## src/rtl/core/bgsab_pkg.sv

```systemverilog
`timescale 1ns / 1ps
// ----------------------------------------------------------------------------
// bgsab_pkg: shared types and constants of the glyph sampler and blender
// Holds the store geometry, configuration register codes, the pipeline
// latency and the stage records that travel between the pipeline modules.
// ----------------------------------------------------------------------------
package bgsab_pkg;

  // Largest glyph side in texels; default of the top-level parameter.
  localparam int MAX_GLYPH_SIDE = 64;

  // Glyph store geometry: addresses wrap to 12 bits.
  localparam int ADDR_W      = 12;
  localparam int STORE_DEPTH = 1 << ADDR_W;

  // Configuration port.
  localparam int CFG_IDX_W  = 2;
  localparam int CFG_DATA_W = 24;
  localparam int SIDE_CFG_W = 7;
  localparam int COLOR_W    = 24;

  // Register indexes of the configuration port.
  typedef enum logic [CFG_IDX_W-1:0] {
    CFG_GLYPH_WIDTH  = 2'd0,
    CFG_GLYPH_HEIGHT = 2'd1,
    CFG_TEXT_COLOR   = 2'd2
  } cfg_reg_t;

  // Reset values of the configuration registers.
  localparam logic [SIDE_CFG_W-1:0] GLYPH_SIDE_RST = 7'd1;
  localparam logic [COLOR_W-1:0]    TEXT_COLOR_RST = 24'hFFFFFF;

  // Cycles from an accepted word to its result strobe.
  localparam int PIPE_LATENCY = 6;

  // Opaque alpha byte of a written pixel.
  localparam logic [7:0] ALPHA_OPAQUE = 8'hFF;

  // Texel fetch request: four row-major store addresses plus sideband.
  typedef struct packed {
    logic              valid;
    logic [ADDR_W-1:0] addr00;
    logic [ADDR_W-1:0] addr01;
    logic [ADDR_W-1:0] addr10;
    logic [ADDR_W-1:0] addr11;
    logic [7:0]        frac_x;
    logic [7:0]        frac_y;
    logic [31:0]       dest;
  } fetch_t;

  // Four neighbor texels read from the store plus sideband.
  typedef struct packed {
    logic        valid;
    logic [7:0]  tex00;
    logic [7:0]  tex01;
    logic [7:0]  tex10;
    logic [7:0]  tex11;
    logic [7:0]  frac_x;
    logic [7:0]  frac_y;
    logic [31:0] dest;
  } texels_t;

  // Sampled coverage handed to the blender.
  typedef struct packed {
    logic        valid;
    logic [7:0]  cov;
    logic [31:0] dest;
  } cov_t;

endpackage

```

## src/rtl/core/bgsab_interp.sv

```systemverilog
`timescale 1ns / 1ps
// ----------------------------------------------------------------------------
// bgsab_interp: bilinear interpolation stages
// Stage one lerps the upper and lower texel pairs horizontally; stage two
// lerps those two results vertically into the coverage value.
// ----------------------------------------------------------------------------
module bgsab_interp (
  input  logic               clk,
  input  logic               rst_n,
  input  bgsab_pkg::texels_t texels,
  output bgsab_pkg::cov_t    cov
);

  // lo + floor((hi - lo) * t / 256), kept to 8 bits.
  function automatic logic [7:0] lerp8(input logic [7:0] lo, input logic [7:0] hi,
                                       input logic [7:0] t);
    logic signed [8:0]  d;
    logic signed [17:0] p;
    logic signed [17:0] q;
    d = $signed({1'b0, hi}) - $signed({1'b0, lo});
    p = 18'(d) * $signed({10'd0, t});
    q = p >>> 8;
    return lo + q[7:0];
  endfunction

  logic              h_valid_r;
  logic [7:0]        top_r;
  logic [7:0]        bot_r;
  logic [7:0]        h_fy_r;
  logic [31:0]       h_dest_r;

  bgsab_pkg::cov_t   cov_r;

  // Horizontal pass.
  always_ff @(posedge clk) begin
    if (!rst_n) begin
      h_valid_r <= 1'b0;
    end else begin
      h_valid_r <= texels.valid;
    end
    top_r    <= lerp8(texels.tex00, texels.tex01, texels.frac_x);
    bot_r    <= lerp8(texels.tex10, texels.tex11, texels.frac_x);
    h_fy_r   <= texels.frac_y;
    h_dest_r <= texels.dest;
  end

  // Vertical pass.
  always_ff @(posedge clk) begin
    if (!rst_n) begin
      cov_r.valid <= 1'b0;
    end else begin
      cov_r.valid <= h_valid_r;
    end
    cov_r.cov  <= lerp8(top_r, bot_r, h_fy_r);
    cov_r.dest <= h_dest_r;
  end

  assign cov = cov_r;

endmodule

```

## config.mk

```make
export PLATFORM = sky130hd
export DESIGN_NAME = bgsab_interp
export DESIGN_NICKNAME = d
export VERILOG_FILES = /design/src/rtl/core/bgsab_pkg.sv /design/src/rtl/core/bgsab_interp.sv
export SDC_FILE = /design/constraint.sdc
export NUM_CORES = 1
export LEC_CHECK = 0
export ABC_AREA = 1
export BUFFER_PORTS_ARGS = -buffer_cell sky130_fd_sc_hd__buf_4
export CAP_MARGIN = 15
export CELL_PAD_IN_SITES_DETAIL_PLACEMENT = 2
export CELL_PAD_IN_SITES_GLOBAL_PLACEMENT = 2
export CORE_UTILIZATION = 33
export CTS_CLUSTER_DIAMETER = 50
export DETAILED_ROUTE_END_ITERATION = 16
export PLACE_DENSITY = 0.75
export SYNTH_ARGS = -nofsm -noshare
export SYNTH_HDL_FRONTEND = slang
export SYNTH_SLANG_ARGS = --single-unit
export TNS_END_PERCENT = 20
```

## constraint.sdc

```tcl
create_clock -name clk -period 6.1 [get_ports clk]
set_input_delay 0.915 -clock clk [delete_from_list [all_inputs] [get_ports clk]]
set_output_delay 0.915 -clock clk [all_outputs]
set_load 0.01 [all_outputs]
```

# Word-level counts from Yosys, hierarchy flattened
# Cells that the tools add are included.
[totals]
ff_bits = 98
in_bits = 83
[classes]
n_mul = 3
add_sub_neg = 6
[op_table]
columns = ["cell", "count"]
rows = [
  ["multiplier 9 x 9 -> 16 bit", 3],
  ["subtractor 8 x 8 -> 9 bit", 3],
  ["adder 8 bit", 3],
]

# Depth between registers and ports, before layout
# Gate-level depths: netlist of run 1.
[logic_depth]
word_depth = 3
depth_mapped = 41
ltp_nobuf = 41

# Worst setup path before layout of run 1
# OpenSTA, ideal clock, no wires.
[synth_path]
kind = "input -> register"
start = "input texels[64] in the netlist's numbering"
end = "register top_r[7]"
setup_time_ps = 112
n_path_buf = 0
required_time_ps = 5988
arrival_ps = 6352
stages = 33
path_slack_ps = -364
cell_sequence = "inv_1 > ha_1 > fa_1 > o21ai_2 > a21oi_1 > xnor2_1 > nand2_1 > fa_1 > inv_1 > fa_1 > fa_1 > inv_1 > fa_1 > inv_1 > ha_1 > nand2_1 > o21a_1 > nand2_2 > nand3_1 > nand2_1 > nand2_1 > nand3_1 > nand2_1 > ha_1 > a21oi_1 > o21ai_0 > nand2b_1 > nand3_1 > nand2_1 > nand2_1 > nand2_1 > nand2_1 > nand2_1"
[synth_between]
elab_chain_len = 3
[synth_lines]
columns = ["item", "line", "source"]
rows = [
  ["start, declared", "bgsab_interp.sv:10", "input bgsab_pkg::texels_t texels,"],
  ["subtractor 8 x 8 -> 9 bit", "bgsab_interp.sv:20", "d = $signed({1'b0, hi}) - $signed({1'b0, lo});"],
  ["multiplier 9 x 9 -> 16 bit", "bgsab_interp.sv:21", "p = 18'(d) * $signed({10'd0, t});"],
  ["adder 8 bit", "bgsab_interp.sv:23", "return lo + q[7:0];"],
  ["end signal, assigned", "bgsab_interp.sv:41", "top_r <= lerp8(texels.tex00, texels.tex01, texels.frac_x);"],
  ["end, declared", "bgsab_interp.sv:27", "logic [7:0] top_r;"],
]
# Every way passes these cells.
# A chain may end at the register's enable or synchronous reset.

# Worst setup path in the final report of run 1
[layout_path]
start = "input texels[61] in the netlist's numbering"
end = "register bot_r[7]"
[layout_between]
elab_chain_len = 3
[layout_lines]
columns = ["item", "line", "source"]
rows = [
  ["subtractor 8 x 8 -> 9 bit", "bgsab_interp.sv:20", ""],
  ["multiplier 9 x 9 -> 16 bit", "bgsab_interp.sv:21", ""],
  ["adder 8 bit (*)", "bgsab_interp.sv:23", ""],
  ["end signal, assigned", "bgsab_interp.sv:42", "bot_r <= lerp8(texels.tex10, texels.tex11, texels.frac_x);"],
  ["end, declared", "bgsab_interp.sv:28", "logic [7:0] bot_r;"],
]
# Mark *: on every way between the ends. The rest lies on a longest branch, timed or not.

==> results of run 1 <==
[kinds of logic (layout without fill, tap and decap cells)]
family | Yosys count | count (layout) | share of synthesized area
xor+xnor | 53 | 53 | 0.0445
simple gates | 471 | 471 | 0.169
fa+ha+maj | 297 | 297 | 0.435
flops | 98 | 98 | 0.171
buf+inv | 380 | 741 | 0.126
compound gates | 100 | 100 | 0.0543
[placed cells by master, fill, tap and decap left out, types with 7 or more instances in the layout]
cell type	instances
ha_4	38
buf_6	11
buf_4	344
a21oi_1	23
fa_1	158
nor2_2	7
nand3_2	16
nor2_1	107
xor2_1	17
nand2_1	198
xor2_2	7
nand2_2	66
inv_1	310
inv_4	7
inv_2	46
a21oi_4	9
clkbuf_16	9
a21oi_2	24
xnor2_1	21
dfxtp_1	93
nor2_4	7
nand4_1	9
or2_1	12
nand3_1	23
ha_1	91
fa_2	10
xor2_4	7
[path summary, 6_finish.rpt]
check,startpoint,to,slack [ns],cells after the start
worst max-delay path,texels[61],bot_r[7],-0.78,35
worst min-delay path,h_dest_r[17],cov[17],0.33,0
worst max register to register,top_r[5],cov[39],-0.41,30
worst min register to register,h_dest_r[17],cov[17],0.33,0
[stage by stage]
step                worst slack [ns]   util  std cells  instance area (um^2)  setup TNS, ns
floorplan                    -0.0657      -       1399                 11700         -0.104
global placement              -0.563  0.433       2164                 14700          -4.69
detailed placement            -0.845  0.433       2164                 14700          -9.06
CTS                           -0.274  0.464       2199                 15700          -1.39
global route                  -0.953  0.483       2208                 16400         -10.03
finish                        -0.782  0.483       2208                 16400          -7.06
[registers in the layout (all words and copies together) (netlist names)]
register,cells
cov,41
h_valid_r,1
h_dest_r,32
h_fy_r,8
top_r,8
bot_r,8
[worst reg2reg max path: cells and delay by family, from the launching register on]
kind | cells | cell delay [ns]
AOI/OAI and AO/OA | 4 | 0.81
DFF | 1 | 0.32
adders and majority gates | 7 | 3.19
buffers and inverters | 6 | 0.85
and+or+nand+nor | 13 | 1.23
[timing repair]
item,in CTS,in global routing
buffers inserted,20,10
hold endpoints to repair,0,0
gates resized for setup,141,148
pin swaps,93,118
setup endpoints to repair,15,19
[cell type report]
class,instances,area share
clock buffer,10,0.0140
clock inverter,6,0.00306
inverter,367,0.0854
multi-input combinational,921,0.575
sequential,98,0.121
tap,448,0.0342
timing repair buffer,358,0.168
[layer usage]
metal	vias up	part of all wire	wire, um
met5	-	0	0
met4	0	0.050	2700
met3	158	0.024	1330
met2	270	0.57	30700
met1	5748	0.36	19600
li1	4858	-	-
==> metrics, run 1 <==
status complete, but fails checks; failing checks negative setup slack; filler cell count 3,710; worst skew pair latency 0.36 ns; Critical Path RT 6.35 ns; met3 GRT Util 0.0209; largest delay contributor family on the critical path adder cells; Total GRT Usage 0.259; core box area 33,900 um^2; unrepaired setup endpoints after global routing true; M1 GR Usage 0.267; Root Driver clkbuf_16; H-tree depth 3; initial antenna violation count 0; Die W 188 um; first-pass detailed-route iteration total 4; ANT nets after route 0; FP Rows 67; Yosys cell types 36; critical path's largest stage delay 0.60 ns; first-pass GRT wire length 70.7 mm; grt total ovfl 0; Syn Inst Count 1,399; CP arrival 7.13 ns; Hold Path Class register to register; CP Max Fanout 5; Synth area leader fa_1; EDFF count, synth 0; Worst-path clk slew 0.08 ns; sequential cell area 1980 um^2; io pins 124; Synth Warn # 0; CP Launch Type input pin; Final HPWL DP 33.0 mm; Period minus WS final 6.88 ns; Layout area overhead 43.1%; WHS 0.328 ns; CTS buffer count 9; flops & latches, synth 98; number of port buffers 123; CTS hold repair buffers 0; Final Setup Violations 17; CTS tree done; vias in the first global route 12.9k; Critical Path Most Common Cell nand2_2; maxcap violations 0; Tightest Pin Transition 0.503 ns; Seq/Total Area, Yosys 0.171; Synth area leaders fa_1, dfxtp_1, ha_1; share of cells above drive strength 1 0.379; Async S/R FF share, synth 0; count leader, synth inv_1; Final Hold Fails 0; max_slew headroom 0.664; crit path buf inv count 9; CTS sink count 98; die area 35,400 um^2; Mapped Area 11,400 um^2; vias per inst 5.00; Crit Path Class input pin to register; Post-route DRC 0; Worst path slowest cell fa_1; global route hottest layer met2; DR vias 11.0k; Starting Density 0.338; Final Max Tran Viols 0; final worst slack -0.782 ns; post-synth top area share 0.294; largest net degree at the start of global routing 18; DRT Wirelength 54.3 mm; initial drt markers 485; RePlAce Congestion 0.782; GR met2 Demand/Resource 0.529; footprint of the multi-input gates 9410 um^2; Synth Flop Type dfxtp_1; crit end category register; WL/cell 24.6 um; fin crit share 1.13; syn nets 1,779; layout net count 2,135; n_diodes 0; fmax 145 MHz; Die Height 188 um; Avg Synthesized Cell Area 8.18 um^2; Clock Skew 0.0129 ns; commonest cells in the netlist inv_1, nand2_1, fa_1, ha_1, nor2_1; Max clock buf depth 2
Power of run 1 is left out: the tool's default activity adds up to more than one toggle a clock period on the data nets, which glitch-free logic cannot reach.
==> run 2, diff against run 1 <==
Settings changed: SETUP_SLACK_MARGIN from default to 0.15.
==> run 2 against run 1 <==
  * The flow still finishes with violations (negative setup slack)
  * Wire length down 4.3%
  * Global-route usage rose by 0.081 points
  * Flip-flop and latch count is the same
==> metrics, run 2 (synthesis results as in run 1) <==
cell area after layout 16,100 um^2; CP Launch Type input pin; CTS buffer count 9; Tightest Pin Transition 0.531 ns; H-tree depth 3; die area 35,400 um^2; status complete, but fails checks; unrepaired setup endpoints after global routing true; max_slew headroom 0.645; Largest Register cov; ANT nets after route 0; worst setup path endpoint bot_r[7]; RR Endpoint cov[39]; first-pass GRT wire length 70.8 mm; WL/cell 23.6 um; Hold Path Class register to register; first-pass detailed-route iteration total 7; final worst slack -0.945 ns; FP Rows 67; CTS sink count 98; most common cell after layout, fill and taps aside buf_4; Worst R2R Path Depth 31; placed cell areas 14,700 um^2; worst skew pair latency 0.37 ns; Die W 188 um; vias per inst 4.96; Layout area overhead 40.4%; DRT Wirelength 52.0 mm; Worst Setup SP texels[58]; Clock Skew 0.0117 ns; initial drt markers 455; CTS tree done; Crit Path Class input pin to register; DR vias 10.9k; Worst path slowest cell fa_1; critical path's largest stage delay 0.55 ns; max reg flops 41; vias in the first global route 13.0k; fmax 142 MHz; grt total ovfl 0; RePlAce Congestion 0.782; initial antenna violation count 0; R2R setup slack -0.40 ns; Final Setup Violations 16; core box area 33,900 um^2; maxcap violations 0; Post-route DRC 0; Die Height 188 um; io pins 124; Finished Layout Cells 2,204; cell count after placement 2,164; number of port buffers 123; Total GRT Usage 0.259; largest net degree at the start of global routing 18; Final Hold Fails 0; failing checks negative setup slack; n_diodes 0; fin crit share 1.15; Period minus WS final 7.04 ns; Max clock buf depth 2; CP arrival 7.30 ns; Final HPWL DP 33.0 mm; layout net count 2,131; top flop regs cov: 41 flops, h_dest_r: 32 flops; commonest cells after routing, fill and taps aside buf_4, inv_1, nand2_1; Root Driver clkbuf_16; Critical Path RT 6.35 ns; Worst-path clk slew 0.08 ns; Final Max Tran Viols 0; Starting Density 0.338; Critical R2R Launch top_r[4]; CP Max Fanout 5; share of cells above drive strength 1 0.349; crit end category register
## run 2: cell types whose count changed in the layout (fill, tap and decap cells not counted), sizes merged
| cell | previous run | this run |
|---|---|---|
| buf | 358 | 354 |
| clkinvlp | 2 | 1 |
| inv | 366 | 367 |
## run 2: worst min-delay path by stage
stage / cells past startpoint / from / endpoint
3_5_place_dp: 0 / h_dest_r[14] / cov[14]
2_1_floorplan: 0 / h_dest_r[0] / cov[0]
6_report: 0 / h_dest_r[17] / cov[17]
4_1_cts: 0 / h_dest_r[9] / cov[9]
5_1_grt: 0 / h_dest_r[5] / cov[5]
3_3_place_gp: 0 / h_dest_r[29] / cov[29]
## run 2: area by class of cell
class,count,area [um^2]
Fill cell,3746,17800
Multi-Input combinational cell,921,9160
Timing Repair Buffer,354,2720
Sequential cell,98,1970
Inverter,367,1390
Tap cell,448,561
Clock buffer,10,229
Clock inverter,6,50.0
## run 2: per-stage QoR
stage	hold slack (ns)	utilization	setup WS, ns	TNS [ns]
2_1_floorplan	0.310	-	-0.0657	-0.104
6_report	0.328	0.474	-0.945	-7.53
3_3_place_gp	0.310	0.433	-0.563	-4.69
5_1_grt	0.337	0.474	-1.03	-10.83
4_1_cts	0.330	0.462	-0.273	-1.35
3_5_place_dp	0.314	0.433	-0.845	-9.06
## run 2: what timing repair did
action,in CTS,in global routing
setup endpoints to repair,18,20
buffers inserted,17,7
hold buffers,0,0
resized for setup,134,87
pin swaps,96,70
## run 2: worst max-delay path: cells and delay by family
| family | cells | cell delay [ns] |
|---|---|---|
| adders and majority gates | 7 | 2.95 |
| buffers and inverters | 7 | 0.72 |
| and+or+nand+nor | 12 | 1.39 |
| AOI/OAI and AO/OA | 5 | 0.74 |
| xor gates and xnor gates | 2 | 0.54 |
## run 2: layer usage
| layer | up-vias | wire length (um) | global-route usage |
|---|---|---|---|
| met2 | 300 | 29500 | 0.534 |
| met1 | 5618 | 18000 | 0.265 |
| li1 | 4839 | - | - |
| met3 | 185 | 1290 | 0.0209 |
| met4 | 0 | 3240 | 0.100 |
| met5 | - | 0 | 0 |
Power of run 2 is left out for the same reason.
