### config.mk
export PLATFORM = sky130hd
export DESIGN_NAME = bgsab_addr
export DESIGN_NICKNAME = d
export VERILOG_FILES = /design/src/rtl/core/bgsab_pkg.sv /design/src/rtl/core/bgsab_addr.sv
export SDC_FILE = /design/constraint.sdc
export NUM_CORES = 1
export LEC_CHECK = 0
export BUFFER_PORTS_ARGS = -buffer_cell sky130_fd_sc_hd__buf_2
export CAP_MARGIN = 10
export CORE_ASPECT_RATIO = 1.25
export CORE_MARGIN = 2
export CORE_UTILIZATION = 25
export CTS_BUF_LIST = sky130_fd_sc_hd__clkbuf_16
export DETAILED_ROUTE_END_ITERATION = 8
export GPL_TIMING_DRIVEN = 0
export SYNTH_ARGS = -nofsm -noshare
export SYNTH_HDL_FRONTEND = slang
export SYNTH_SLANG_ARGS = --single-unit
### constraint.sdc
create_clock -name clk -period 4.89 [get_ports clk]
set_clock_uncertainty 0.2 [all_clocks]
set_input_delay 0.489 -clock clk [delete_from_list [all_inputs] [get_ports clk]]
set_output_delay 0.489 -clock clk [all_outputs]
set_load 0.005 [all_outputs]
### src/rtl/core/bgsab_pkg.sv
`timescale 1ns / 1ps
// ----------------------------------------------------------------------------
// bgsab_pkg: shared types and constants of the glyph sampler and blender
// Holds the store geometry, configuration register codes, the pipeline
// latency and the stage records that travel between the pipeline modules.
// ----------------------------------------------------------------------------
package bgsab_pkg;

  // Largest glyph side in texels; default of the top-level parameter.
  localparam int MAX_GLYPH_SIDE = 64;

  // Glyph store geometry: addresses wrap to 12 bits.
  localparam int ADDR_W      = 12;
  localparam int STORE_DEPTH = 1 << ADDR_W;

  // Configuration port.
  localparam int CFG_IDX_W  = 2;
  localparam int CFG_DATA_W = 24;
  localparam int SIDE_CFG_W = 7;
  localparam int COLOR_W    = 24;

  // Register indexes of the configuration port.
  typedef enum logic [CFG_IDX_W-1:0] {
    CFG_GLYPH_WIDTH  = 2'd0,
    CFG_GLYPH_HEIGHT = 2'd1,
    CFG_TEXT_COLOR   = 2'd2
  } cfg_reg_t;

  // Reset values of the configuration registers.
  localparam logic [SIDE_CFG_W-1:0] GLYPH_SIDE_RST = 7'd1;
  localparam logic [COLOR_W-1:0]    TEXT_COLOR_RST = 24'hFFFFFF;

  // Cycles from an accepted word to its result strobe.
  localparam int PIPE_LATENCY = 6;

  // Opaque alpha byte of a written pixel.
  localparam logic [7:0] ALPHA_OPAQUE = 8'hFF;

  // Texel fetch request: four row-major store addresses plus sideband.
  typedef struct packed {
    logic              valid;
    logic [ADDR_W-1:0] addr00;
    logic [ADDR_W-1:0] addr01;
    logic [ADDR_W-1:0] addr10;
    logic [ADDR_W-1:0] addr11;
    logic [7:0]        frac_x;
    logic [7:0]        frac_y;
    logic [31:0]       dest;
  } fetch_t;

  // Four neighbor texels read from the store plus sideband.
  typedef struct packed {
    logic        valid;
    logic [7:0]  tex00;
    logic [7:0]  tex01;
    logic [7:0]  tex10;
    logic [7:0]  tex11;
    logic [7:0]  frac_x;
    logic [7:0]  frac_y;
    logic [31:0] dest;
  } texels_t;

  // Sampled coverage handed to the blender.
  typedef struct packed {
    logic        valid;
    logic [7:0]  cov;
    logic [31:0] dest;
  } cov_t;

endpackage

### src/rtl/core/bgsab_addr.sv
`timescale 1ns / 1ps
// ----------------------------------------------------------------------------
// bgsab_addr: coordinate split, neighbor clamp and store address stages
// Stage one splits the 8.8 coordinates and clamps the four neighbors to
// the tile; stage two forms the row-major addresses, wrapped to 12 bits.
// ----------------------------------------------------------------------------
module bgsab_addr #(
  parameter int MAX_GLYPH_SIDE = bgsab_pkg::MAX_GLYPH_SIDE
) (
  input  logic                            clk,
  input  logic                            rst_n,
  input  logic                            blend_acc,
  input  logic [15:0]                     sample_x,
  input  logic [15:0]                     sample_y,
  input  logic [31:0]                     dest_pixel,
  input  logic [bgsab_pkg::SIDE_CFG_W-1:0] glyph_width,
  input  logic [bgsab_pkg::SIDE_CFG_W-1:0] glyph_height,
  output bgsab_pkg::fetch_t               fetch
);

  localparam int SIDE_W = $clog2(MAX_GLYPH_SIDE + 1);
  localparam int IDX_W  = $clog2(MAX_GLYPH_SIDE);
  localparam int PROD_W = IDX_W + SIDE_W + 1;
  localparam int SUM_W  = (PROD_W > bgsab_pkg::ADDR_W) ? PROD_W : bgsab_pkg::ADDR_W;

  // Saturate a configured side to 1..MAX_GLYPH_SIDE.
  function automatic logic [SIDE_W-1:0] eff_side(input logic [bgsab_pkg::SIDE_CFG_W-1:0] v);
    logic [SIDE_W-1:0] s;
    if (v == '0) begin
      s = SIDE_W'(1);
    end else if (32'(v) > MAX_GLYPH_SIDE) begin
      s = SIDE_W'(MAX_GLYPH_SIDE);
    end else begin
      s = SIDE_W'(v);
    end
    return s;
  endfunction

  // Clamp a neighbor index to side - 1.
  function automatic logic [IDX_W-1:0] clamp_idx(input logic [8:0] v,
                                                 input logic [SIDE_W-1:0] side);
    logic [IDX_W-1:0] r;
    if (32'(v) >= 32'(side)) begin
      r = IDX_W'(32'(side) - 1);
    end else begin
      r = IDX_W'(v);
    end
    return r;
  endfunction

  // Row-major address, wrapped to the store size.
  function automatic logic [bgsab_pkg::ADDR_W-1:0] row_addr(input logic [IDX_W-1:0] y,
                                                           input logic [IDX_W-1:0] x,
                                                           input logic [SIDE_W-1:0] w);
    logic [SUM_W-1:0] s;
    s = SUM_W'(y) * SUM_W'(w) + SUM_W'(x);
    return s[bgsab_pkg::ADDR_W-1:0];
  endfunction

  logic [SIDE_W-1:0] side_w;
  logic [SIDE_W-1:0] side_h;
  logic [7:0]        ip_x;
  logic [7:0]        ip_y;
  logic [7:0]        fr_x;
  logic [7:0]        fr_y;

  logic              s1_valid_r;
  logic [IDX_W-1:0]  x0_r;
  logic [IDX_W-1:0]  x1_r;
  logic [IDX_W-1:0]  y0_r;
  logic [IDX_W-1:0]  y1_r;
  logic [7:0]        s1_fx_r;
  logic [7:0]        s1_fy_r;
  logic [31:0]       s1_dest_r;

  bgsab_pkg::fetch_t fetch_r;
  bgsab_pkg::fetch_t fetch_nxt;

  assign side_w = eff_side(glyph_width);
  assign side_h = eff_side(glyph_height);

  // A negative coordinate samples texel 0 with zero fraction.
  always_comb begin
    if (sample_x[15]) begin
      ip_x = 8'd0;
      fr_x = 8'd0;
    end else begin
      ip_x = sample_x[15:8];
      fr_x = sample_x[7:0];
    end
    if (sample_y[15]) begin
      ip_y = 8'd0;
      fr_y = 8'd0;
    end else begin
      ip_y = sample_y[15:8];
      fr_y = sample_y[7:0];
    end
  end

  // Stage one: clamped neighbor indexes.
  always_ff @(posedge clk) begin
    if (!rst_n) begin
      s1_valid_r <= 1'b0;
    end else begin
      s1_valid_r <= blend_acc;
    end
    x0_r      <= clamp_idx({1'b0, ip_x}, side_w);
    x1_r      <= clamp_idx({1'b0, ip_x} + 9'd1, side_w);
    y0_r      <= clamp_idx({1'b0, ip_y}, side_h);
    y1_r      <= clamp_idx({1'b0, ip_y} + 9'd1, side_h);
    s1_fx_r   <= fr_x;
    s1_fy_r   <= fr_y;
    s1_dest_r <= dest_pixel;
  end

  // Stage two: the four store addresses.
  always_comb begin
    fetch_nxt.valid  = s1_valid_r;
    fetch_nxt.addr00 = row_addr(y0_r, x0_r, side_w);
    fetch_nxt.addr01 = row_addr(y0_r, x1_r, side_w);
    fetch_nxt.addr10 = row_addr(y1_r, x0_r, side_w);
    fetch_nxt.addr11 = row_addr(y1_r, x1_r, side_w);
    fetch_nxt.frac_x = s1_fx_r;
    fetch_nxt.frac_y = s1_fy_r;
    fetch_nxt.dest   = s1_dest_r;
  end

  always_ff @(posedge clk) begin
    if (!rst_n) begin
      fetch_r.valid <= 1'b0;
    end else begin
      fetch_r.valid <= fetch_nxt.valid;
    end
    fetch_r.addr00 <= fetch_nxt.addr00;
    fetch_r.addr01 <= fetch_nxt.addr01;
    fetch_r.addr10 <= fetch_nxt.addr10;
    fetch_r.addr11 <= fetch_nxt.addr11;
    fetch_r.frac_x <= fetch_nxt.frac_x;
    fetch_r.frac_y <= fetch_nxt.frac_y;
    fetch_r.dest   <= fetch_nxt.dest;
  end

  assign fetch = fetch_r;

endmodule

==> Word-level counts from Yosys, hierarchy flattened <==
Cells that the tools add are included.
{ "totals": {"ff_bits": 170, "input_bits": 81, "output_inout_bits": 97, "wordCells": 44} }
{ "classes": {"addsub": 8, "n_mul": 2, "order_cmp": 6, "muxes": 10, "reduce_logical": 2} }
{ "op_table": {"columns": ["operator", "n"], "rows": [
  ["$add A12 B6 Y12", 4],
  ["$mux W7", 6],
  ["$mul A6 B7 Y12", 2],
  ["$mux W6", 4],
  ["$add A8 B1 Y9 const B", 2],
  ["$ge A9 B7 Y1", 2],
  ["$ge A7 B7 Y1", 2],
  ["$gt A7 B7 Y1 const B", 2],
  ["$logic_not A7 Y1", 2],
  ["$sub A6 B1 Y6 const B", 2]
]} }

==> Depth between registers and ports, before layout <==
{ "depth": {"word_depth": 5, "mapped_depth": 21, "mapped_depth_nobuf": 20} }

==> Worst setup path before layout <==
Ideal clock, no wire load.
{ "synth_timing": {"kind": "input -> register", "from": "in glyph_width[3] (netlist bit)", "to": "reg fetch_r (netlist bit fetch[94])", "setup_time_ps": 72, "arrival_ps": 5037, "required_time_ps": 4618, "path_slack_ps": -419, "path_stages": 19, "n_path_buf": 1, "cell_sequence": "nor3_1 -> nand2b_1 -> nor2_1 -> nor2_1 -> nor2_1 -> clkbuf_1 -> nand2_1 -> fa_1 -> fa_1 -> fa_1 -> inv_1 -> ha_1 -> nor2b_4 -> o31a_1 -> o31a_1 -> or3_4 -> or3_4 -> nor2_2 -> xor2_1"} }
{ "synth_rtl": {"columns": ["item", "line_no", "rtl"], "rows": [
  ["start: declaration", "bgsab_addr.sv:16", "input logic [bgsab_pkg::SIDE_CFG_W-1:0] glyph_width,"],
  ["end: declaration", "bgsab_addr.sv:76", "bgsab_pkg::fetch_t fetch_r;"]
]} }

==> results by stage <==
Drt:
- The final route contains 6301 vias.
- For this run, design rule violations remaining after detail routing come to 0.
- The number of vias per cell is 4.17.
- The wire length per cell after detailed routing is 13.0 um.
- After the first detailed-routing iteration, the DRC count stood at 180.
- After detailed routing, the total wire length is 19600 um.
- The detail route stage leaves a number of antenna-violating nets equal to 0.
- The number of detailed-routing iterations run before antenna repair is 4.

STA:
- The number of pins with negative max-slew slack in the final report is 0.
- Of the available clock period, the critical path in the final layout requires 0.965.
- Setup repair after global routing could not meet its margin everywhere.
- At the pin with the least slew margin, the transition time is 0.667 ns.
- Setup violations remaining at the end of the flow were counted as 0.
- The final-report hold violation count was 0.
- The maximum clock frequency is 0.212 GHz.
- After layout, the minimum clock period comes to 4.72 ns.
- The worst path setup slack after routing is 0.172 ns.
- Measured against its own limit, the worst slew margin works out to 0.554.

Clock tree:
- The TritonCTS buffer count is 17.
- The cell at the root of the clock tree is sky130_fd_sc_hd__clkbuf_16.
- The maximum clock path buffer count is 2.
- Clock-pin slew was measured on the worst setup and hold paths at 0.07 ns.
- The level count of the clock H-tree is 4.
- TritonCTS built the clock tree.
- CTS saw 170 sinks.
- Clock latency on the worst-skew pair, taken at its later pin, is 0.44 ns.

Finish:
- In the final layout, the share of cells above drive strength 1 is 0.243.
- The area overhead of the layout relative to synthesis is 29.5%.
- The final cell utilization of the core is 0.331.
- In the layout the commonest cells are sky130_fd_sc_hd__buf_2 (175), sky130_fd_sc_hd__dfxtp_1 (170), sky130_fd_sc_hd__ha_1 (96).
- After the last flow step, the layout net total stands at 1292.
- The filler cells instantiated in the layout total 3404.
- The most common cell after layout, fill and taps aside is sky130_fd_sc_hd__buf_2.

Synth:
- The distinct cell type count of the synthesized netlist is 48.
- The average cell area after synthesis is 10.3 um2.
- In the synthesized netlist the dominant register cell turns out to be sky130_fd_sc_hd__dfxtp_1.
- In this run, synthesis produced a sequential element count of 170.
- The net count after synthesis is 1057.
- The portion of the post-synthesis area used by sequential elements is 0.396.
- The number of synthesized flops with an enable pin is 0.
- The Yosys step of the flow raised 0 warnings.
- The mapped cell area is 0.00860 mm2.
- The synthesized instance count is 835.
- The proportion of synthesized flip-flops having asynchronous set or reset is 0.

Power and ir drop:
- The worst ir drop on vdd is 0.217 mV.
- The leakage power is 0.00539 uW.
- The power density over cell area is 407 mW/mm2.

Critical path:
- The largest single stage delay on the critical path is 0.54 ns.
- The cell at the slowest stage of the critical path is sky130_fd_sc_hd__fa_1.
- The worst setup path is captured at a flop.
- Along the worst path, the maximum fanout reaches 6.
- The worst setup path is launched from a primary input.
- At the worst endpoint, the required time is 5.06 ns.
- The cell occurring most often along the worst timing path is sky130_fd_sc_hd__fa_1.
- Traced cell by cell, the critical path runs through buf_2 -> nor3_4 -> nand2b_1 -> nor2_1 -> nor2_1 -> nor2_4 -> buf_8 -> nand2_1 -> fa_1 -> fa_1 -> fa_1 -> inv_1 -> ha_4 -> nor2b_4 -> o31a_1 -> o31a_1 -> or3_4 -> or3_4 -> nor2_2 -> xor2_1.
- The data arrival time of the worst path is 4.88 ns.
- The category of the most critical setup path is in2reg.

Floorplanning:
- The core area is 0.0337 mm2.
- The initial utilization of the core area, before any placement, comes to 0.255.
- The floorplan die area is 0.0359 mm2.
- The overall die height is 211 um.
- In this run the core area contains 75 standard-cell rows.
- The horizontal extent of the die is 170 um.
- In this run the count of I/O pins placed on the die edge is 178.

GRT:
- For this run the aggregate overflow at the end of global routing stands at 0.
- The number of antenna violations at the first check in global routing was 5.
- The number of global-route vias before repair was 6531.
- Entering global routing, the biggest net connects 19 pins.
- The first global-routing pass estimated 32100 um of wire.
- The global-route total usage across every layer is 0.115.

Place:
- At the placement stage, the worst setup path has a slack of -0.815 ns.
- The number of buffers added on ports is 176.
- Detailed placement ended at an HPWL of 15600 um.
- The final weighted congestion in routability-driven placement is 0.821.

Status:
- The flow ran to the end, and the final reports show no timing, DRC or antenna violations.

Job:
- The max-capacitance violation count is 0.

Min path:
- The path category of the worst min-delay check is in2reg.
## per-stage QoR
| stage | hold WS, ns | cell area [um2] | total power [uW] | cells | TNS [ns] |
|---|---|---|---|---|---|
| after floorplan | 0.110 | 8640 | 2690 | 835 | 0 |
| after global placement | 0.110 | 10000 | 3170 | 1434 | -10.33 |
| after detailed placement | 0.112 | 10000 | 3200 | 1434 | -10.89 |
| after CTS | 0.0254 | 11000 | 4600 | 1500 | 0 |
| after global routing | 0.0383 | 11100 | 4890 | 1508 | -0.0673 |
| final | 0.0595 | 11100 | 4540 | 1510 | 0 |
## where the power goes
group / total [uW] / leakage [uW] / internal [uW] / switching [uW]
combinational: 1520 / 0.00368 / 716 / 802
clock: 1290 / 0.000285 / 679 / 614
sequential: 1720 / 0.00143 / 1630 / 89.6
## cell usage after synthesis (all sizes together) (4+ instances only)
library cell  count  area [um2]
o21bai            6        45.0
a21o             12        90.1
and2             62         388
nand2b           12        75.1
mux2              9         101
mux2i            12         120
xor2             27         236
nor3              8        40.0
inv              82         308
clkbuf           12        45.0
a211oi            8        65.1
nor2b            34         220
dfxtp           170        3400
nand3             4        20.0
or3               7        53.8
nor2             42         163
xnor2            37         324
nand2            55         206
fa               44         881
o21a              8        60.1
a21oi            33         173
ha               97        1210
o21ai            24         120
## final timing paths
kind / slack, ns / endpoint / depth (start not counted) / start
setup reg to reg: 0.39 / fetch[94] / 14 / y0_r[4]
hold reg to reg: 0.12 / fetch[0] / 0 / s1_dest_r[0]
setup / recovery: 0.17 / fetch[94] / 20 / glyph_width[3]
hold / removal: 0.06 / s1_fx_r[5] / 2 / sample_x[5]
## logic make-up after synthesis
group | share of synthesized area
xor gates and xnor gates | 0.0652
muxes | 0.0258
and+or+nand+nor | 0.144
AOI/OAI and AO/OA | 0.0841
buffers and inverters | 0.0410
DFF | 0.396
adders and majority gates | 0.244
## critical path: cells and delay by family
family	cells	cell delay (ns)
simple gates	10	1.63
buf+inv	3	0.34
fa+ha+maj	4	1.76
xor+xnor	1	0.14
compound gates	2	0.54
## final cells by class
| type | instances | area [um2] | share of cell area |
|---|---|---|---|
| Timing Repair Buffer | 217 | 1270 | 0.114 |
| Inverter | 82 | 308 | 0.0276 |
| Tap cell | 423 | 529 | 0.0475 |
| Sequential cell | 170 | 3400 | 0.306 |
| Multi-Input combinational cell | 571 | 4970 | 0.446 |
| Buffer | 11 | 63.8 | 0.00573 |
| Clock buffer | 17 | 425 | 0.0382 |
| Clock inverter | 15 | 153 | 0.0137 |
| Antenna cell | 4 | 10.0 | 0.000899 |
## timing repair
action	in CTS	in global routing
endpoints found under the setup margin	12	15
buffers inserted	2	7
gates resized for setup	13	16
pin swaps	0	4
hold endpoints to repair	32	0
hold buffers	32	0
## sequential cells by signal, indices dropped and copies added, names as in the netlist
register	count
s1_fy_r	8
s1_fx_r	8
y0_r	6
y1_r	6
x1_r	6
fetch	97
x0_r	6
s1_dest_r	32
s1_valid_r	1
## per-layer routing
metal  GRT usage  vias to the layer above  part of all wire
li1            -                     3215                 -
met2       0.201                      142              0.50
met1       0.130                     2914              0.43
met4      0.0483                        4             0.019
met3      0.0337                       26             0.055
met5           0                        -           0.00092
Note: power is estimated with default switching activity, not from simulation.
