$ cat src/rtl/core/bgsab_pkg.sv
`timescale 1ns / 1ps
// ----------------------------------------------------------------------------
// bgsab_pkg: shared types and constants of the glyph sampler and blender
// Holds the store geometry, configuration register codes, the pipeline
// latency and the stage records that travel between the pipeline modules.
// ----------------------------------------------------------------------------
package bgsab_pkg;

  // Largest glyph side in texels; default of the top-level parameter.
  localparam int MAX_GLYPH_SIDE = 64;

  // Glyph store geometry: addresses wrap to 12 bits.
  localparam int ADDR_W      = 12;
  localparam int STORE_DEPTH = 1 << ADDR_W;

  // Configuration port.
  localparam int CFG_IDX_W  = 2;
  localparam int CFG_DATA_W = 24;
  localparam int SIDE_CFG_W = 7;
  localparam int COLOR_W    = 24;

  // Register indexes of the configuration port.
  typedef enum logic [CFG_IDX_W-1:0] {
    CFG_GLYPH_WIDTH  = 2'd0,
    CFG_GLYPH_HEIGHT = 2'd1,
    CFG_TEXT_COLOR   = 2'd2
  } cfg_reg_t;

  // Reset values of the configuration registers.
  localparam logic [SIDE_CFG_W-1:0] GLYPH_SIDE_RST = 7'd1;
  localparam logic [COLOR_W-1:0]    TEXT_COLOR_RST = 24'hFFFFFF;

  // Cycles from an accepted word to its result strobe.
  localparam int PIPE_LATENCY = 6;

  // Opaque alpha byte of a written pixel.
  localparam logic [7:0] ALPHA_OPAQUE = 8'hFF;

  // Texel fetch request: four row-major store addresses plus sideband.
  typedef struct packed {
    logic              valid;
    logic [ADDR_W-1:0] addr00;
    logic [ADDR_W-1:0] addr01;
    logic [ADDR_W-1:0] addr10;
    logic [ADDR_W-1:0] addr11;
    logic [7:0]        frac_x;
    logic [7:0]        frac_y;
    logic [31:0]       dest;
  } fetch_t;

  // Four neighbor texels read from the store plus sideband.
  typedef struct packed {
    logic        valid;
    logic [7:0]  tex00;
    logic [7:0]  tex01;
    logic [7:0]  tex10;
    logic [7:0]  tex11;
    logic [7:0]  frac_x;
    logic [7:0]  frac_y;
    logic [31:0] dest;
  } texels_t;

  // Sampled coverage handed to the blender.
  typedef struct packed {
    logic        valid;
    logic [7:0]  cov;
    logic [31:0] dest;
  } cov_t;

endpackage

$ cat src/rtl/core/bgsab_blend.sv
`timescale 1ns / 1ps
// ----------------------------------------------------------------------------
// bgsab_blend: per-channel alpha blend and result register
// Stage one forms c*a + d*(255-a) for each color channel; stage two divides
// by 255 with an add-and-shift and registers the result word.
// ----------------------------------------------------------------------------
module bgsab_blend (
  input  logic                          clk,
  input  logic                          rst_n,
  input  bgsab_pkg::cov_t               cov,
  input  logic [bgsab_pkg::COLOR_W-1:0] text_color,
  output logic                          out_strobe,
  output logic [31:0]                   out_blended_pixel,
  output logic [7:0]                    out_coverage,
  output logic                          out_pixel_written
);

  // Weighted sum of one channel; at most 255 * 255.
  function automatic logic [16:0] mix(input logic [7:0] c, input logic [7:0] d,
                                      input logic [7:0] a);
    logic [15:0] pc;
    logic [15:0] pd;
    pc = 16'(c) * 16'(a);
    pd = 16'(d) * 16'(8'd255 - a);
    return 17'(pc) + 17'(pd);
  endfunction

  // Exact x / 255 for x up to 255 * 255.
  function automatic logic [7:0] div255(input logic [16:0] x);
    logic [16:0] t;
    t = x + 17'd1 + (x >> 8);
    return t[15:8];
  endfunction

  logic        m_valid_r;
  logic [16:0] sum_r_r;
  logic [16:0] sum_g_r;
  logic [16:0] sum_b_r;
  logic [7:0]  m_cov_r;
  logic [31:0] m_dest_r;

  logic        strobe_r;
  logic [31:0] pixel_r;
  logic [31:0] pixel_nxt;
  logic [7:0]  cov_out_r;
  logic        written_r;

  // Channel products.
  always_ff @(posedge clk) begin
    if (!rst_n) begin
      m_valid_r <= 1'b0;
    end else begin
      m_valid_r <= cov.valid;
    end
    sum_r_r  <= mix(text_color[23:16], cov.dest[23:16], cov.cov);
    sum_g_r  <= mix(text_color[15:8], cov.dest[15:8], cov.cov);
    sum_b_r  <= mix(text_color[7:0], cov.dest[7:0], cov.cov);
    m_cov_r  <= cov.cov;
    m_dest_r <= cov.dest;
  end

  // Zero coverage leaves the pixel as it was.
  always_comb begin
    if (m_cov_r == 8'd0) begin
      pixel_nxt = m_dest_r;
    end else begin
      pixel_nxt = {bgsab_pkg::ALPHA_OPAQUE, div255(sum_r_r), div255(sum_g_r),
                   div255(sum_b_r)};
    end
  end

  // Result register.
  always_ff @(posedge clk) begin
    if (!rst_n) begin
      strobe_r <= 1'b0;
    end else begin
      strobe_r <= m_valid_r;
    end
    pixel_r   <= pixel_nxt;
    cov_out_r <= m_cov_r;
    written_r <= (m_cov_r != 8'd0);
  end

  assign out_strobe        = strobe_r;
  assign out_blended_pixel = pixel_r;
  assign out_coverage      = cov_out_r;
  assign out_pixel_written = written_r;

endmodule

$ cat config.mk
export PLATFORM = sky130hd
export DESIGN_NAME = bgsab_blend
export DESIGN_NICKNAME = d
export VERILOG_FILES = /design/src/rtl/core/bgsab_pkg.sv /design/src/rtl/core/bgsab_blend.sv
export SDC_FILE = /design/constraint.sdc
export NUM_CORES = 1
export LEC_CHECK = 0
export ABC_AREA = 1
export BUFFER_PORTS_ARGS = -buffer_cell sky130_fd_sc_hd__buf_2
export CAP_MARGIN = 0
export CORE_UTILIZATION = 25
export CTS_BUF_LIST = sky130_fd_sc_hd__clkbuf_8
export CTS_CLUSTER_DIAMETER = 40
export DETAILED_ROUTE_END_ITERATION = 16
export PLACE_DENSITY_LB_ADDON = 0.25
export SLEW_MARGIN = 5
export SYNTH_ARGS = -nofsm -noshare
export SYNTH_HDL_FRONTEND = slang
export SYNTH_SLANG_ARGS = --single-unit
$ cat constraint.sdc
create_clock -name clk -period 14.6 [get_ports clk]
set_input_delay 2.92 -clock clk [delete_from_list [all_inputs] [get_ports clk]]
set_output_delay 2.92 -clock clk [all_outputs]
set_load 0.1 [all_outputs]
After elaboration in Yosys (flattened, before gate mapping). Index checks and enable logic that the tools add are counted.

$add $sub $neg: 10. Multipliers: 6. Muxes and demuxes: 1. Reductions and logical operators: 2.

Operators with widths (count): $add 16x16->17 (3); $add 16x1->16 const B (3); $add 16x9->16 (3); $mul 8x8->16 (3); $mul 8x16->16 (2); $mux 24 (1); $mul 9x9->16 (1); $sub 8x8->9 const A (1); $logic_not 8->1 (1); $reduce_bool 8->1 (1).

Register bits: 134. Input bits: 67. Output and inout bits: 42. Logic and storage cells: 30.

Logic depth before layout (Yosys ltp). Gate-level depths: netlist of the first run.

Depth in word-level cells: 3. Mapped depth: 33. Mapped depth without buffers: 32.

Least setup slack after synthesis of the first run. Ideal clock, no wire load.

Path kind: input-to-reg. From: input cov[35] (netlist name). To: register sum_r_r[14]. Setup time: 0.112 ns. Data arrival time: 9.279 ns. Required time: 14.488 ns. Slack: 5.209 ns. Cell stages on the path: 31. Buffers on the path: 2. Path through: clkbuf_1 > clkbuf_1 > nor2_1 > fa_1 > fa_1 > inv_1 > fa_1 > fa_1 > inv_1 > ha_1 > a21oi_1 > nand2_1 > xnor2_1 > fa_1 > fa_1 > inv_1 > fa_1 > inv_1 > fa_1 > inv_1 > ha_1 > nand2_1 > nand2_1 > inv_1 > nor2_1 > nor2_1 > nand2_1 > a21oi_1 > inv_1 > nand2_1 > nand2_1.

Cells in the longest elaborated chain, start to end: 3. Elaborated cells between the ends (all ways): 4. Those cells by class: add/sub: 2; mul: 2.

Ends and longest elaborated chain: start, declared (line bgsab_blend.sv:10) `input bgsab_pkg::cov_t cov,`; $sub 8x8->9 (line bgsab_blend.sv:24) `pd = 16'(d) * 16'(8'd255 - a);`; $mul 8x16->16 (line bgsab_blend.sv:24); $add 16x16->17 (*) (line bgsab_blend.sv:25) `return 17'(pc) + 17'(pd);`; end signal, assigned (line bgsab_blend.sv:55) `sum_r_r <= mix(text_color[23:16], cov.dest[23:16], cov.cov);`; end, declared (line bgsab_blend.sv:36) `logic [16:0] sum_r_r;`.

Mark *: on every way between the ends. The rest lies on a longest branch, timed or not. A chain may end at the register's enable or synchronous reset.

Worst setup path after layout of the first run.
From: input cov[37] (netlist name). To: register sum_g_r[13].

Cells in the longest elaborated chain, start to end: 3. Elaborated cells between the ends (all ways): 4. Those cells by class: add/sub: 2; mul: 2.

Ends and longest elaborated chain: $sub 8x8->9 (line bgsab_blend.sv:24); $mul 8x16->16 (line bgsab_blend.sv:24); $add 16x16->17 (*) (line bgsab_blend.sv:25); end signal, assigned (line bgsab_blend.sv:56) `sum_g_r <= mix(text_color[15:8], cov.dest[15:8], cov.cov);`; end, declared (line bgsab_blend.sv:37) `logic [16:0] sum_g_r;`.

Marks and branches as above.

==> reports/results.ini, run 1 <==
[drt]
firstDrtPassIters = 11
post-route-drc-count = 2
postRouteWirelength_um = 49700
viasPerCell = 4.17
ant_nets = 0
drtIter0Drc = 754
routed-via-count = 15295
wire_per_inst_um = 13.6

[clocking]
hold_buffers = 0
htree_levels = 4
cts_buffers = 17
postCtsSetupRepairBufs = 0
ctsResizeCount = 0
clock-sinks = 134
clock_path_buffers = 2
clock_latency_ps = 560
clock-root-buffer = clkbuf_8
cts_tree = done
clk_pin_slew_ps = 100

[synthesis]
ys.flop_type = dfxtp_1
synth.avg_cell_area_um2 = 7.37
ys_seq_area_frac = 0.140
synth_common_cells = 704 x inv_1, 621 x nand2_1, 262 x fa_1, 239 x ha_1, 222 x nor2_1
synth_area_mm2 = 0.0191
yosys-top-cells-area = fa_1 27%, ha_1 16%, dfxtp_1 14%
yosysTopAreaCell = fa_1
synth_edf_count = 0
yosysMostFrequentCell = inv_1
yosys_warnings = 0
synth_top_area_share = 0.274
netlist_instances = 2596
synth_cell_types = 36
synthArstFlopShare = 0
synth_seq_cells = 134

[final_layout]
regArea_mm2 = 0.00268
drive_above_1_share = 0.0623
fill_cells = 8359
nets = 3234
final_util = 0.279
multiInputGateArea_mm2 = 0.0135
finalInstanceArea_mm2 = 0.0211
syn2layout_area_growth_pct = 10.4

[timing]
min_period_ps = 9660
setup_viol = 0
worstMarginPinSlew_ps = 1140
skew_ps = 33.4
tns_ps = 0
fmax_ghz = 0.104
hold_violations = 0
slew_viol_final = 0
slew_headroom = 0.238
rsz0062_at_grt = false
period_share = 0.662
worst_slack_ps = 4940

[floorplanning]
core_mm2 = 0.0758
die_y_um = 279
die_area_mm2 = 0.0776
start_util = 0.252
fp-row-count = 101
die_x_um = 279
io-pin-count = 109

[setup_path]
crit_required_ps = 15050
arrival_ps = 10110
endpoint_kind = register
r2r-start = m_cov_r[1]$_DFF_P_
crit_fanout = 41
start_kind = input pin
reg2reg_depth = 5
crit_type = in2reg
rrSetupSlack_ps = 11840
rr_endpoint = out_blended_pixel[14]$_DFF_P_

[global_route]
grt_pass1_wl_um = 82400
grt_pass1_vias = 15535
gr-usage-met2 = 0.214
grt_antenna_before_repair = 11
grt_usage = 0.136
grt_most_used_layer = met2
grt_use_met3 = 0.0295
grt_max_degree = 48
use_met1 = 0.186
grt-ovfl-total = 0

[worst_hold_path]
worstHoldPathCells = 0
hold_end = out_coverage[2]$_DFF_P_
hold_class = reg2reg
min_from = m_cov_r[2]$_DFF_P_

[run_status]
violations = DRC
status = finished with violations

[placed_design]
place.gp.congestion = 0.855
dpl.hpwl_um = 41100
dpl_cell_area_mm2 = 0.0207
portBuffers = 108
pre_cts_ws_ps = 4440

[run]
cap_violations = 0

## registers in the layout, summed over array words and instances, names as in the netlist
signal             flops
out_coverage           8
sum_g_r               17
m_valid_r              1
out_blended_pixel     32
out_strobe             1
m_dest_r              32
sum_b_r               17
m_cov_r                8
out_pixel_written      1
sum_r_r               17
## per-stage QoR
| step | hold WS (ps) | cells |
|---|---|---|
| final | 359 | 3666 |
| after global routing | 369 | 3664 |
| after CTS | 360 | 3657 |
| after detailed placement | 344 | 3625 |
| after global placement | 337 | 3625 |
| after floorplan | 331 | 2598 |
## worst max-delay path by stage
stage | from | end
floorplan | cov[35] | sum_r_r[14]$_DFF_P_
global placement | cov[37] | sum_g_r[13]$_DFF_P_
detailed placement | cov[37] | sum_g_r[13]$_DFF_P_
CTS | cov[37] | sum_g_r[13]$_DFF_P_
global route | cov[37] | sum_g_r[14]$_DFF_P_
finish | cov[37] | sum_g_r[13]$_DFF_P_
## layout by cell type, fill, tap and decap left out, drive strengths merged, types with 17 or more instances in the layout
cell type  instances
a21oi             78
nor2             223
o21ai             30
dfxtp            134
ha               239
xnor2             18
nand3b            22
inv              712
buf              117
xor2              40
nand2            624
clkbuf            17
fa               262
nand3             84
## critical path, cell delays in order
cell      delay, ps
buf_2            80
buf_4           510
clkinv_1        460
nand2_1         200
fa_1            440
fa_1            550
inv_1            50
fa_1            490
inv_1            60
fa_1            480
inv_1            40
ha_1            310
inv_1            70
o21ai_0         290
a21oi_1          90
xor2_1          160
ha_1            270
inv_1            50
fa_1            500
fa_1            510
fa_1            490
inv_1            40
ha_1            330
a21oi_1         260
o21ai_0         120
nand2_1          70
nand3_1          80
xor2_1          150
## per-layer routing
layer,share of wire,up-vias
met5,0.00078,-
met4,0.018,6
met3,0.055,45
met2,0.44,264
met1,0.49,7223
li1,-,7757
## layout make-up
cell class                 count  share of cell area
antenna                        9             0.00107
clock buffer                  17              0.0111
clock inverter                15             0.00876
inverter                     705               0.125
multi-input combinational   1691               0.640
sequential                   134               0.127
tap                          978              0.0579
timing repair buffer         117              0.0288
## cells by family (layout without fill, tap and decap cells)
| kind of cell | after synthesis | after routing | share of synthesized area |
|---|---|---|---|
| buf+inv | 773 | 854 | 0.153 |
| compound gates | 139 | 139 | 0.0407 |
| fa+ha+maj | 501 | 501 | 0.430 |
| flops | 134 | 134 | 0.140 |
| simple gates | 990 | 990 | 0.209 |
| other cells | 1 | 12 | 0.000196 |
| xor+xnor | 58 | 58 | 0.0265 |
Power of run 1 is not shown: default switching activity piles up to over one toggle a cycle in this logic, so the estimate is an artifact.
==> run 2: changes to the inputs <==
- ABC_AREA: 1 -> 0
- clock period: 14.6 -> 8.45 ns (I/O delays scaled with it)
==> run 2 against run 1 <==
Net effect:
- the flow now finishes without violations
- final cell count down 15%
- synthesized cell count is 24% lower
- via count shrank 13%
- die area fell by 5.9%
- sequential share of layout area up 0.19 points
- clock-buffer cell count rose by 3
- utilization increased by 1.3 points
- design area shrank 1.5%
- worst setup slack got worse by 4500 ps
- non-clock buffer count up 105
- wire length down 8.0%
- critical path type unchanged
==> reports/results.ini, run 2 <==
[global_route]
grt_max_degree = 40
grt_pass1_wl_um = 75600
grt_pass1_vias = 14043
grt-ovfl-total = 0
grt_antenna_before_repair = 10
grt_usage = 0.131

[drt]
routed.top_layer = met5
wl_met3_um = 1800
ant_nets = 0
wire_per_inst_um = 14.6
wl_met1_um = 21300
viasPerCell = 4.26
postRouteWirelength_um = 45800
met2_length_um = 21900
firstDrtPassIters = 5
drtIter0Drc = 538
post-route-drc-count = 0
routed-via-count = 13331

[final_layout]
finalInstanceArea_mm2 = 0.0208
multiInputGateArea_mm2 = 0.0136
layout.cells.non_filler = 3132
syn2layout_area_growth_pct = 15.7
regArea_mm2 = 0.00268
nets = 2736
final_cell_mix = 411 x inv_1, 262 x fa_1, 239 x ha_1
final_util = 0.292
drive_above_1_share = 0.128
layout_commonest_cell = inv_1
fill_cells = 7653

[synthesis]
ys_seq_area_frac = 0.149
yosys-top-cells-area = fa_1 29%, ha_1 17%, dfxtp_1 15%
synth_top_area_share = 0.291
synth_seq_cells = 134
netlist_instances = 1978
synth_cell_types = 73
yosys_warnings = 0
synth.avg_cell_area_um2 = 9.10
yosysMostFrequentCell = inv_1
synth_area_mm2 = 0.0180
synthArstFlopShare = 0
synth_common_cells = 411 x inv_1, 262 x fa_1, 239 x ha_1, 147 x nor2b_1, 135 x nand2_1
synth_edf_count = 0
yosysTopAreaCell = fa_1
ys.flop_type = dfxtp_1

[floorplanning]
die_x_um = 270
fp-row-count = 98
die_area_mm2 = 0.0731
start_util = 0.252
core_mm2 = 0.0714
io-pin-count = 109
die_y_um = 270

[timing]
fmax_ghz = 0.124
min_period_ps = 8050
setup_viol = 0
worst_slack_ps = 396
worstMarginPinSlew_ps = 703
skew_ps = 21.4
slew_viol_final = 0
rsz0062_at_grt = false
period_share = 0.953
slew_headroom = 0.532
hold_violations = 0

[clocking]
clk_pin_slew_ps = 90
clock_path_buffers = 2
cts_buffers = 17
clock-sinks = 134
htree_levels = 4
cts_tree = done
clock_latency_ps = 510
clock-root-buffer = clkbuf_8

[setup_path]
crit_type = in2reg
crit_required_ps = 8840
start_kind = input pin
endpoint_kind = register
arrival_ps = 8450
crit_fanout = 7

[run]
cap_violations = 0

[placed_design]
portBuffers = 108
dpl_cell_area_mm2 = 0.0204
dp.cells = 3098
pre_cts_ws_ps = -275
place.gp.congestion = 0.791
dpl.hpwl_um = 38200

[worst_hold_path]
hold_class = reg2reg

[run_status]
status = completed

run 2: changes by cell type in the layout (fill, tap and decap cells not counted), moves of 72 or more:
cell / delta
inv_1: -293
nor2_1: -167
nand3_1: -72
nand2_1: -486
buf_4: +102
nor2b_1: +147
and2_1: +113
run 2: path summary, 6_finish.rpt:
path | endpoint | startpoint | slack (ps) | depth (start not counted)
worst max-delay path | sum_r_r[15]$_DFF_P_ | cov[19] | 400 | 25
worst min-delay path | out_coverage[3]$_DFF_P_ | m_cov_r[3]$_DFF_P_ | 340 | 0
worst max register to register | out_blended_pixel[22]$_DFF_P_ | m_cov_r[1]$_DFF_P_ | 5650 | 6
worst min register to register | out_coverage[3]$_DFF_P_ | m_cov_r[3]$_DFF_P_ | 340 | 0
run 2: cells by family after synthesis:
logic type               count (synthesis)  share of synthesized area
buffers and inverters                  465                     0.0981
XOR/XNOR                                67                     0.0326
flip-flops                             134                      0.149
AND/OR/NAND/NOR                        588                      0.179
multiplexers                             5                    0.00306
AO/OA/AOI/OAI                          217                     0.0807
other                                    1                   0.000208
adder cells (fa/ha/maj)                501                      0.458
run 2: layout make-up:
type	count	share of cell area
multi-input combinational	1381	0.651
sequential	134	0.129
inverter	412	0.0743
timing repair buffer	222	0.0690
tap	950	0.0571
clock buffer	20	0.0132
clock inverter	11	0.00601
antenna	2	0.000240
run 2: stage by stage:
step                      hold WS [ps]  setup TNS [ps]
after floorplan                    323               0
after global placement             331            -858
after detailed placement           339           -1770
after CTS                          348               0
after global routing               353               0
final                              340               0
run 2: timing repair:
| item | in CTS | in global routing |
|---|---|---|
| hold endpoints to repair | 0 | 0 |
| hold buffers | 0 | 0 |
| buffers inserted | 0 | 1 |
| endpoints found under the setup margin | 0 | 2 |
| resized for setup | 0 | 2 |
run 2: worst max-delay path: stages:
cell      delay, ps
buf_2           240
nand2b_1        120
fa_1            540
fa_1            560
inv_1            50
fa_1            470
inv_1            50
fa_1            470
inv_1            40
ha_1            280
o21a_1          110
o31a_1          110
a21o_1          170
fa_1            460
fa_1            520
inv_1            60
fa_1            530
inv_1            50
fa_1            470
inv_1            40
ha_1            290
a21boi_2        170
o311a_1         350
or4b_1          510
o311a_1         120
run 2: routing by layer:
layer / up-vias / track usage
met4: 10 / 0.0342
met2: 206 / 0.220
met1: 6540 / 0.173
met3: 46 / 0.0213
met5: - / 0
li1: 6529 / -
Power of run 2 is left out for the same reason.
